**src/hw/rtl/grdfs_pkg.sv**
```systemverilog
// Shared types, codes and microcode for the graph reachability engine.
package grdfs_pkg;

  localparam int MAX_NODES_DEF = 64;
  localparam int NODE_W = 6;
  localparam int CMD_W = 2;
  localparam int CNT_W = 7;
  localparam int STEP_W = 4;

  localparam logic [CMD_W-1:0] CMD_CLEAR = 2'd0;
  localparam logic [CMD_W-1:0] CMD_EDGE = 2'd1;
  localparam logic [CMD_W-1:0] CMD_QUERY = 2'd2;

  typedef logic [STEP_W-1:0] step_t;

  localparam step_t ST_IDLE = 4'd0;
  localparam step_t ST_CLEAR = 4'd1;
  localparam step_t ST_EDGE_RD = 4'd2;
  localparam step_t ST_EDGE_WR = 4'd3;
  localparam step_t ST_ERR = 4'd4;
  localparam step_t ST_INIT = 4'd5;
  localparam step_t ST_EVAL = 4'd6;
  localparam step_t ST_POP = 4'd7;
  localparam step_t ST_DONE = 4'd8;

  typedef enum logic [1:0] {
    COND_ALWAYS = 2'd0,
    COND_DISPATCH = 2'd1,
    COND_SEARCH = 2'd2
  } cond_t;

  // One control word of the microprogram.
  typedef struct packed {
    cond_t cond;
    step_t jmp;
    step_t alt;
    step_t nxt;
    logic latch;
    logic clr_rows;
    logic edge_rd;
    logic edge_wr;
    logic srch_init;
    logic srch_eval;
    logic pop_load;
    logic emit_err;
    logic emit_hit;
  } ctl_t;

  // Flags that the datapath returns to the sequencer.
  typedef struct packed {
    logic in_ok;
    logic cand_any;
    logic last;
  } sts_t;

  function automatic ctl_t ucode(input step_t step);
    ctl_t w;
    w = '0;
    w.cond = COND_ALWAYS;
    w.jmp = ST_IDLE;
    w.alt = ST_IDLE;
    w.nxt = ST_IDLE;
    unique case (step)
      ST_IDLE: begin
        w.cond = COND_DISPATCH;
        w.latch = 1'b1;
      end
      ST_CLEAR: w.clr_rows = 1'b1;
      ST_EDGE_RD: begin
        w.edge_rd = 1'b1;
        w.nxt = ST_EDGE_WR;
      end
      ST_EDGE_WR: w.edge_wr = 1'b1;
      ST_ERR: w.emit_err = 1'b1;
      ST_INIT: begin
        w.srch_init = 1'b1;
        w.nxt = ST_EVAL;
      end
      ST_EVAL: begin
        w.cond = COND_SEARCH;
        w.srch_eval = 1'b1;
        w.jmp = ST_EVAL;
        w.alt = ST_DONE;
        w.nxt = ST_POP;
      end
      ST_POP: begin
        w.pop_load = 1'b1;
        w.nxt = ST_EVAL;
      end
      ST_DONE: w.emit_hit = 1'b1;
      default: w.nxt = ST_IDLE;
    endcase
    return w;
  endfunction

  function automatic step_t dispatch(input logic [CMD_W-1:0] cmd, input logic ok);
    step_t s;
    s = ST_IDLE;
    unique case (cmd)
      CMD_CLEAR: s = ST_CLEAR;
      CMD_EDGE: s = ok ? ST_EDGE_RD : ST_ERR;
      CMD_QUERY: s = ok ? ST_INIT : ST_ERR;
      default: s = ST_IDLE;
    endcase
    return s;
  endfunction

endpackage

```
**src/hw/rtl/grdfs_seq.sv**
```systemverilog
// Microcode sequencer: step counter, control store and conditional jumps.
module grdfs_seq (
  input  logic clk,
  input  logic rst,
  input  logic start,
  input  logic [grdfs_pkg::CMD_W-1:0] cmd,
  input  grdfs_pkg::sts_t sts,
  output grdfs_pkg::ctl_t ctl,
  output logic busy
);

  grdfs_pkg::step_t step;
  grdfs_pkg::step_t step_next;

  always_comb begin
    ctl = grdfs_pkg::ucode(step);
    unique case (ctl.cond)
      grdfs_pkg::COND_ALWAYS: step_next = ctl.nxt;
      grdfs_pkg::COND_DISPATCH: begin
        step_next = start ? grdfs_pkg::dispatch(cmd, sts.in_ok) : ctl.nxt;
      end
      grdfs_pkg::COND_SEARCH: begin
        priority if (sts.cand_any) step_next = ctl.jmp;
        else if (sts.last) step_next = ctl.alt;
        else step_next = ctl.nxt;
      end
      default: step_next = grdfs_pkg::ST_IDLE;
    endcase
  end

  assign busy = (step != grdfs_pkg::ST_IDLE);

  always_ff @(posedge clk) begin
    if (rst) begin
      step <= grdfs_pkg::ST_IDLE;
    end else begin
      step <= step_next;
    end
  end

endmodule

```
**config.mk**
```make
export PLATFORM = sky130hd
export DESIGN_NAME = grdfs_seq
export DESIGN_NICKNAME = d
export VERILOG_FILES = /design/src/hw/rtl/grdfs_pkg.sv /design/src/hw/rtl/grdfs_seq.sv
export SDC_FILE = /design/constraint.sdc
export NUM_CORES = 1
export LEC_CHECK = 0
export BUFFER_PORTS_ARGS = -buffer_cell sky130_fd_sc_hd__buf_2
export CAP_MARGIN = 30
export CORE_AREA = 10 10 47 49
export CTS_CLUSTER_SIZE = 16
export DETAILED_ROUTE_END_ITERATION = 6
export DIE_AREA = 0 0 57 59
export PLACE_DENSITY = 0.67
export SETUP_SLACK_MARGIN = 0.4
export SKIP_CTS_REPAIR_TIMING = 1
export SYNTH_ARGS = -nofsm -noshare
export SYNTH_HDL_FRONTEND = slang
export SYNTH_SLANG_ARGS = --single-unit
export TNS_END_PERCENT = 20
```
**constraint.sdc**
```tcl
create_clock -name clk -period 1.5 [get_ports clk]
set_input_delay 0.075 -clock clk [delete_from_list [all_inputs] [get_ports clk]]
set_output_delay 0.075 -clock clk [all_outputs]
set_load 0.05 [all_outputs]
```
Word-level counts from Yosys, hierarchy flattened --
Index checks and enable logic that the tools add are counted.
Cells by class: muxes and demuxes 19, reduce and logical (&&, ||, !) cells 5, equality and inequality tests 12
Operator list (count):
- $pmux W3 S3 | 2
- $eq A4 B3 Y1 const B | 4
- $mux W4 | 3
- $pmux W4 S3 | 1
- $mux W1 | 10
- $eq A4 B2 Y1 const B | 2
- $mux W7 | 1
- $eq A2 B1 Y1 const B | 2
- $eq A2 B2 Y1 const B | 2
- $eq A4 B1 Y1 const B | 1
- $eq A4 B4 Y1 const B | 1
- $logic_not A2 Y1 | 2
- $logic_not A4 Y1 | 1
- $pmux W2 S2 | 1
- $reduce_bool A4 Y1 | 1
- $mux W3 | 1
- $reduce_or A2 Y1 | 1
Storage, ports and cells: bits of input ports 8, register bits after elaboration 4, logic and storage cells 37, output and inout port bits 24

Depth between registers and ports, before layout --
Gate-level depths: netlist (run 1).
word-level depth 6, gate-level depth with buffers 4, mapped depth without buffers 3

Worst setup path before layout (run 1) --
Ideal clock, no wire load.
path kind register -> output, from register step[1], to output port ctl[0] (netlist name), data required time 1425 ps, slack -701 ps, arrival time 2126 ps, stages on the path, launching flop included 3, buffers on the path 1, cell sequence dfxtp_1 -> buf_4 -> nor4b_1
RTL lines:
- start, declared | RTL line grdfs_seq.sv:12 | grdfs_pkg::step_t step;
- start signal, assigned | RTL line grdfs_seq.sv:35 | step <= grdfs_pkg::ST_IDLE;
- start signal, assigned | RTL line grdfs_seq.sv:37 | step <= step_next;
- end, declared | RTL line grdfs_seq.sv:8 | output grdfs_pkg::ctl_t ctl,

==> summary.md, run 1 <==
| Metric | Value |
|---|---|
| Status | completed |
| Syn Area/Cell | approximately 7.6 um^2 |
| Post-synth ARST share | 0% |
| Initial antenna violation count | 0 |
| Root Buffer | clkbuf_4 |
| CTS Buf Count | 3 |
| Clock sinks | 4 |
| Maximum resistive drop on vdd | 0.447 mV |
| Post-DP Area | ~570 um^2 |
| I/O pins | 32 |
| Global route overflow | 0 |
| Combinational Power Share | 47.4% |
| CP Class | flop to primary output |
| Startpoint type of the worst setup path | flop |
| Clock power frac | 27.8% |
| Reg with most FFs | step |
| Vias in the first global route | 442 |
| CP max stage delay | 0.39 ns |
| Placer Congestion | 0.785 |
| Row count | 14 |
| FF-to-FF End | step[1] |
| Vias | 473 |
| Final hold violation count | 0 |
| Core footprint | 1400 um^2 |
| Regs by FF count | step: 4 flops |
| HP Class | input pin to flop |
| CP Cell Sequence | or2b_1 > nor2_1 > clkbuf_4 |
| RSZ-0062 raised after global routing | true |
| Max-cap violations | 0 |
| Via-to-Cell Ratio | 4.88 |
| Worst Reg-to-Reg Cells | 4 |
| Hold_ws | 0.0786 ns |
| WP data required | 1.42 ns |
| Final worst slack | 0.192 ns |
| DRT Wirelength | 1320 um |
| Final setup violation count | 0 |
| Clk slew on worst S/H paths | 0.04 ns |
| Internal cell power | 0.267 mW |
| F_max | 0.765 GHz |
| Top-area cell type share of the netlist area | 19.0% |
| Pre-antenna DRT Iters | 4 |
| Post-synth top flop | dfxtp_1 |
| Multiplexer area fraction after synthesis | 2.30% |
| Hpwl dp | 1050 um |
| TritonCTS clock tree | done |
| CP max stage cell | dfxtp_4 |
| Xor/xnor share of the synthesized area | 0% |
| CP arrival | ~1.2 ns |
| Slack of the worst reg-to-reg path | 0.25 ns |
| Post-Place Worst Slack | 0.180 ns |
| Count leader, synth | buf_4 |
| Cells after Synth | 57 |
| Tmin final | approximately 1.3 ns |
| Critical Path End Type | primary output |
| ANT nets after route | 0 |
| Max Root-Sink Buffers | 2 |
| Global-route wire length before repair | ~2000 um |
| Switching power total | 0.209 mW |
| Tot GR Track Use | 6.90% |
| Worst Hold Endpoint | step[1] |
| Simple-Gate Fraction of Synth Area | 36.8% |
| DIE HEIGHT | 59 um |
| Distinct cell type count of the synthesized netlist | 23 |
| Critical-path maximum fanout | 8 |
| Sw frac | 43.9% |
| Register area | 95.1 um^2 |
| Compound-Gate Fraction of Synth Area | 12.4% |
| Worst Min Path Start | cmd[1] |
| P per Cell Area | 680 nW/um^2 |
| Synth top area cells | buf_4 (19%), dfxtp_1 (18%), buf_6 (7.8%), nor2_1 (5.2%), nor3_1 (4.6%) |
| Clock Latency Late Sink | about 0.23 ns |
| Residual DRC count | 0 |
| Final instance area | 701 um^2 |
| Origin of the critical flop-to-flop path | step[3] |
| Synth warn | 0 |
| Hold path cells | 2 |
| Fillers | 149 |
| Die outline width | 57 um |
| Fraction of layout cells with a size suffix above 1 | 61.7% |
| #FFs+latches synth | 4 |
| Multi-input logic area | 325 um^2 |
| Final worst-path cycle share | 87.2% |
| Main combinational cell family by area after synthesis | simple AND/OR/NAND/NOR gates |
| Mapped Area | 435 um^2 |
| Largest register FFs | 4 |
| Final Core Density | 50.0% |
| Seq pwr share | 24.8% |
| WL/cell | 13.6 um |
| Syn-to-layout area delta | 60.9% |
| Seq/Total Area, Yosys | 18.4% |
| Diodes inserted | 0 |
| H-tree depth | 1 |
| Largest net degree at the start of global routing | 9 |
| Final Slew Violations | 0 |
| Adder-Cell Fraction of Synth Area | 0% |
| DIE AREA | 3360 um^2 |
| EDFF count, synth | 0 |
| Area leader, netlist | buf_4 |
| Clock Skew | 0.000999 ns |
| Starting density of the core | between 30% and 40% |
| Initial DRC Count | 4 |
| # port buffers | 25 |
| Post-synth top cells | buf_4 (11), nor2_1 (6), dfxtp_1 (4), nand2_1 (4), nor3_1 (4) |
| Nets | 91 |
| LEAKAGE | 0.337 nW |
==> cells in the final DEF (no fill, tap or decap), types with 2 or more instances in the layout <==
master	count
a21oi_1	3
buf_2	10
buf_4	10
buf_6	7
clkbuf_4	6
conb_1	6
dfxtp_4	4
inv_1	2
nand2_1	4
nand2b_1	2
nor2_1	5
nor3_2	4
nor4_4	2
==> worst max-delay path, delay by kind of cell (launching register included) <==
kind,cells,cell delay (ns)
flops,1,0.39
simple gates,2,0.37
buf+inv,1,0.24
==> routing by layer <==
metal  GRT usage, %  part of all wire [%]  vias to the layer above
li1               -                     -                      235
met1           7.44                    41                      212
met2           9.92                    48                       26
met3           4.51                    10                        0
met4           4.03                     0                        0
met5              0                     0                        -
==> cells by family after synthesis <==
| kind of cell | after synthesis |
|---|---|
| mux | 1 |
| buf+inv | 17 |
| flops | 4 |
| compound gates | 7 |
| simple gates | 27 |
| other cells | 1 |
==> through the flow <==
step           TNS [ns]  instances  total power, mW
2_1_floorplan    -0.193         62            0.294
3_3_place_gp          0         93            0.320
3_5_place_dp          0         93            0.321
4_1_cts         -0.0410         96            0.462
5_1_grt               0         97            0.507
6_report              0         97            0.476
==> power groups by stage <==
| stage | Clock [mW] | Sequential, mW | Combinational [mW] |
|---|---|---|---|
| global placement | 0 | 0.122 | 0.198 |
| detailed placement | 0 | 0.122 | 0.199 |
| finish | 0.132 | 0.118 | 0.226 |
| floorplan | 0 | 0.116 | 0.178 |
| CTS | 0.142 | 0.121 | 0.199 |
| global route | 0.148 | 0.120 | 0.240 |
==> final cells by class <==
cell class              count  share of cell area (%)
clock buffers               3                    3.21
repair buffers             30                    32.3
multi-input cells          41                    46.4
inverters                   3                    1.61
well taps                  16                    2.86
flip-flops and latches      4                    13.6
==> worst max path at each step <==
| stage | depth (start not counted) | end | from | slack [ns] |
|---|---|---|---|---|
| 2_1_floorplan | 4 | step[1] | step[2] | -0.06 |
| 3_3_place_gp | 3 | step[1] | step[0] | 0.21 |
| 3_5_place_dp | 3 | step[1] | step[0] | 0.18 |
| 4_1_cts | 3 | ctl[18] | step[2] | -0.01 |
| 5_1_grt | 4 | step[1] | step[3] | 0.13 |
| 6_report | 3 | ctl[4] | step[0] | 0.19 |
No activity file was read; power rests on OpenSTA's default activity.
==> run 2, diff against run 1 <==
--- a/config.mk
+++ b/config.mk
@@ -11,7 +11,8 @@
 export CTS_CLUSTER_SIZE = 16
 export DETAILED_ROUTE_END_ITERATION = 6
 export DIE_AREA = 0 0 57 59
-export PLACE_DENSITY = 0.67
+export PLACE_DENSITY = 0.7
+export REMOVE_ABC_BUFFERS = 1
 export SETUP_SLACK_MARGIN = 0.4
 export SKIP_CTS_REPAIR_TIMING = 1
 export SYNTH_ARGS = -nofsm -noshare
==> constraint.sdc (replaced) <==
create_clock -name clk -period 1.2 [get_ports clk]
set_input_delay 0.06 -clock clk [delete_from_list [all_inputs] [get_ports clk]]
set_output_delay 0.06 -clock clk [all_outputs]
set_load 0.05 [all_outputs]
==> run 2 against run 1 <==
  * The flow now finishes with violations (setup timing)
  * Global-route usage increased by 0.16 points
  * Via count increased by 5.3%
  * Wire length increased by 4.4%
  * Final area increased by 13%
  * Count of clock-buffer cells in the layout unchanged
  * Die area unchanged
  * Register-to-register slack got worse by 0.35 ns
  * Total power increased by 32%
  * Critical path type unchanged
  * Critical endpoint is now busy
  * Largest power group unchanged
  * Highest routed layer unchanged
==> summary.md, run 2 (synthesis gave the netlist of run 1 again) <==
| Metric | Value |
|---|---|
| Status | finished with violations |
| Failing checks | setup timing |
| Final setup violation count | 17 (+17) |
| Vias in the first global route | 485 (+9.7%) |
| Clock sinks | 4 (unchanged) |
| Non-filler instance count after layout | 105 (+8.2%) |
| RSZ-0062 raised after global routing | true |
| Met1 usage in global routing | 8.00% (+0.56 points) |
| Starting density of the core | 31.1% (unchanged) |
| Most common cell after layout, fill and taps aside | buf_4 |
| Critical Path End Type | primary output |
| Met2 GRT Util | 9.77% (-0.16 points) |
| Post-Place Cells | 99 (+6.5%) |
| Max Root-Sink Buffers | 2 (unchanged) |
| Reg with most FFs | step |
| Buf+Inv Stages, Crit Path | 4 (+3) |
| Fillers | 139 (-6.7%) |
| Clock Latency Late Sink | 0.24 ns (about the same) |
| Most used cell, CP | buf_6 |
| DIE AREA | 3360 um^2 (unchanged) |
| Final Slew Violations | 0 (unchanged) |
| Initial antenna violation count | 0 (unchanged) |
| Tmin final | 1.36 ns |
| Initial DRC Count | 6 (+2) |
| Largest net degree at the start of global routing | 10 (+1) |
| TritonCTS clock tree | done |
| Via-to-Cell Ratio | 4.74 (-2.7%) |
| ANT nets after route | 0 (unchanged) |
| Nets | 99 (+8.8%) |
| Top delay family on crit path | buffers and inverters |
| Clk slew on worst S/H paths | 0.04 ns (about the same) |
| F_max | 0.736 GHz |
| CP arrival | 1.30 ns (+0.07 ns) |
| Final worst slack | -0.159 ns (-0.351 ns) |
| Final worst-path cycle share | 113% |
| Residual DRC count | 0 (unchanged) |
| HP Class | input pin to flop |
| Origin of the critical flop-to-flop path | step[2] |
| P per Cell Area | 794 nW/um^2 (+17%) |
| Global route overflow | 0 (unchanged) |
| I/O pins | 32 (unchanged) |
| Core footprint | 1400 um^2 (unchanged) |
| Fraction of layout cells with a size suffix above 1 | 67.4% (+5.7 points) |
| CP Cell Sequence | buf_6 > nor4_4 > buf_4 > inv_2 > buf_6 |
| Diodes inserted | 0 (unchanged) |
| CTS Buf Count | 3 (unchanged) |
| DIE HEIGHT | 59 um (unchanged) |
| WP data required | 1.14 ns (-0.28 ns) |
| Most frequent cells in the layout | buf_4 (19), buf_6 (10), buf_2 (8) |
| Die outline width | 57 um (unchanged) |
| Syn-to-layout area delta | 81.9% |
| Gr busiest metal | met2 |
| CP max stage cell | dfxtp_4 |
| Startpoint type of the worst setup path | flop |
| Crit. Startpoint | step[2] |
| Post-Place Worst Slack | -0.101 ns (-0.281 ns) |
| Clock Skew | 0.00243 ns (+0.00143 ns) |
| Row count | 14 (unchanged) |
| Slack of the worst reg-to-reg path | -0.10 ns (-0.35 ns) |
| Critical-path maximum fanout | 4 (-4) |
| Hpwl dp | 1030 um (-1.3%) |
| Setup TNS | -1.35 ns (-1.35 ns) |
| # port buffers | 25 (unchanged) |
| DRT Wirelength | 1380 um (+4.4%) |
| LEAKAGE | 0.367 nW (+8.9%) |
| Pre-antenna DRT Iters | 2 (-2) |
| CP Class | flop to primary output |
| Tot GR Track Use | 7.06% (+0.16 points) |
| Vias | 498 (+5.3%) |
| Root Buffer | clkbuf_4 |
| Worst Min Path Start | rst |
| Hold_ws | 0.0645 ns (-0.0141 ns) |
| WL/cell | 13.2 um (-3.6%) |
| Multi-input logic area | 333 um^2 (+2.3%) |
| Tot Pwr | 0.629 mW (+32%) |
| Register area | 95.1 um^2 (unchanged) |
| Maximum resistive drop on vdd | 0.405 mV (-9.2%) |
| Regs by FF count | step: 4 flops |
| CP max stage delay | 0.35 ns (-0.04 ns) |
| Final hold violation count | 0 (unchanged) |
| Largest register FFs | 4 (unchanged) |
| Global-route wire length before repair | 1930 um (-0.67%) |
| Placer Congestion | 0.747 (-4.9%) |
| Max-cap violations | 0 (unchanged) |
| Met3 usage | 3.86% (-0.64 points) |
| H-tree depth | 1 (unchanged) |
-- run 2: changes by cell type in the layout (fill, tap and decap cells not counted), sizes merged --
cell,delta
buf,+11
clkbuf,-3
-- run 2: layout make-up --
class | instances | share of cell area, %
flip-flops and latches | 4 | 12.0
multi-input cells | 41 | 42.0
repair buffers | 38 | 39.2
well taps | 16 | 2.53
inverters | 3 | 1.42
clock buffers | 3 | 2.84
-- run 2: worst paths after layout --
| kind | cells past startpoint | endpoint |
|---|---|---|
| max | 5 | busy |
| min | 2 | step[0] |
| max reg2reg | 6 | step[0] |
| min reg2reg | 3 | step[0] |
-- run 2: per-stage QoR --
step | cell area, um^2 | util, %
2_1_floorplan | 338 | -
3_3_place_gp | 558 | 39.8
6_report | 792 | 56.5
4_1_cts | 581 | 41.4
3_5_place_dp | 558 | 39.8
5_1_grt | 792 | 56.5
-- run 2: per-layer routing --
metal  part of all wire [%]  routed length, um
met3                    7.0                 96
met2                     52                724
met4                      0                  0
met1                     40                559
met5                      0                  0
-- run 2: worst register-to-register path, cell delays in order, from the launching register on --
cell and delay [ns]:
dfxtp_4 0.35, buf_6 0.12, nor4_4 0.25, buf_4 0.17
buf_4 0.11, o2111ai_1 0.10, a21oi_1 0.13
-- run 2: where the power goes --
group / switching [mW] / total [mW] / internal, mW
clock network: 0.0555 / 0.167 / 0.112
registers: 0.0106 / 0.145 / 0.134
logic: 0.204 / 0.316 / 0.112
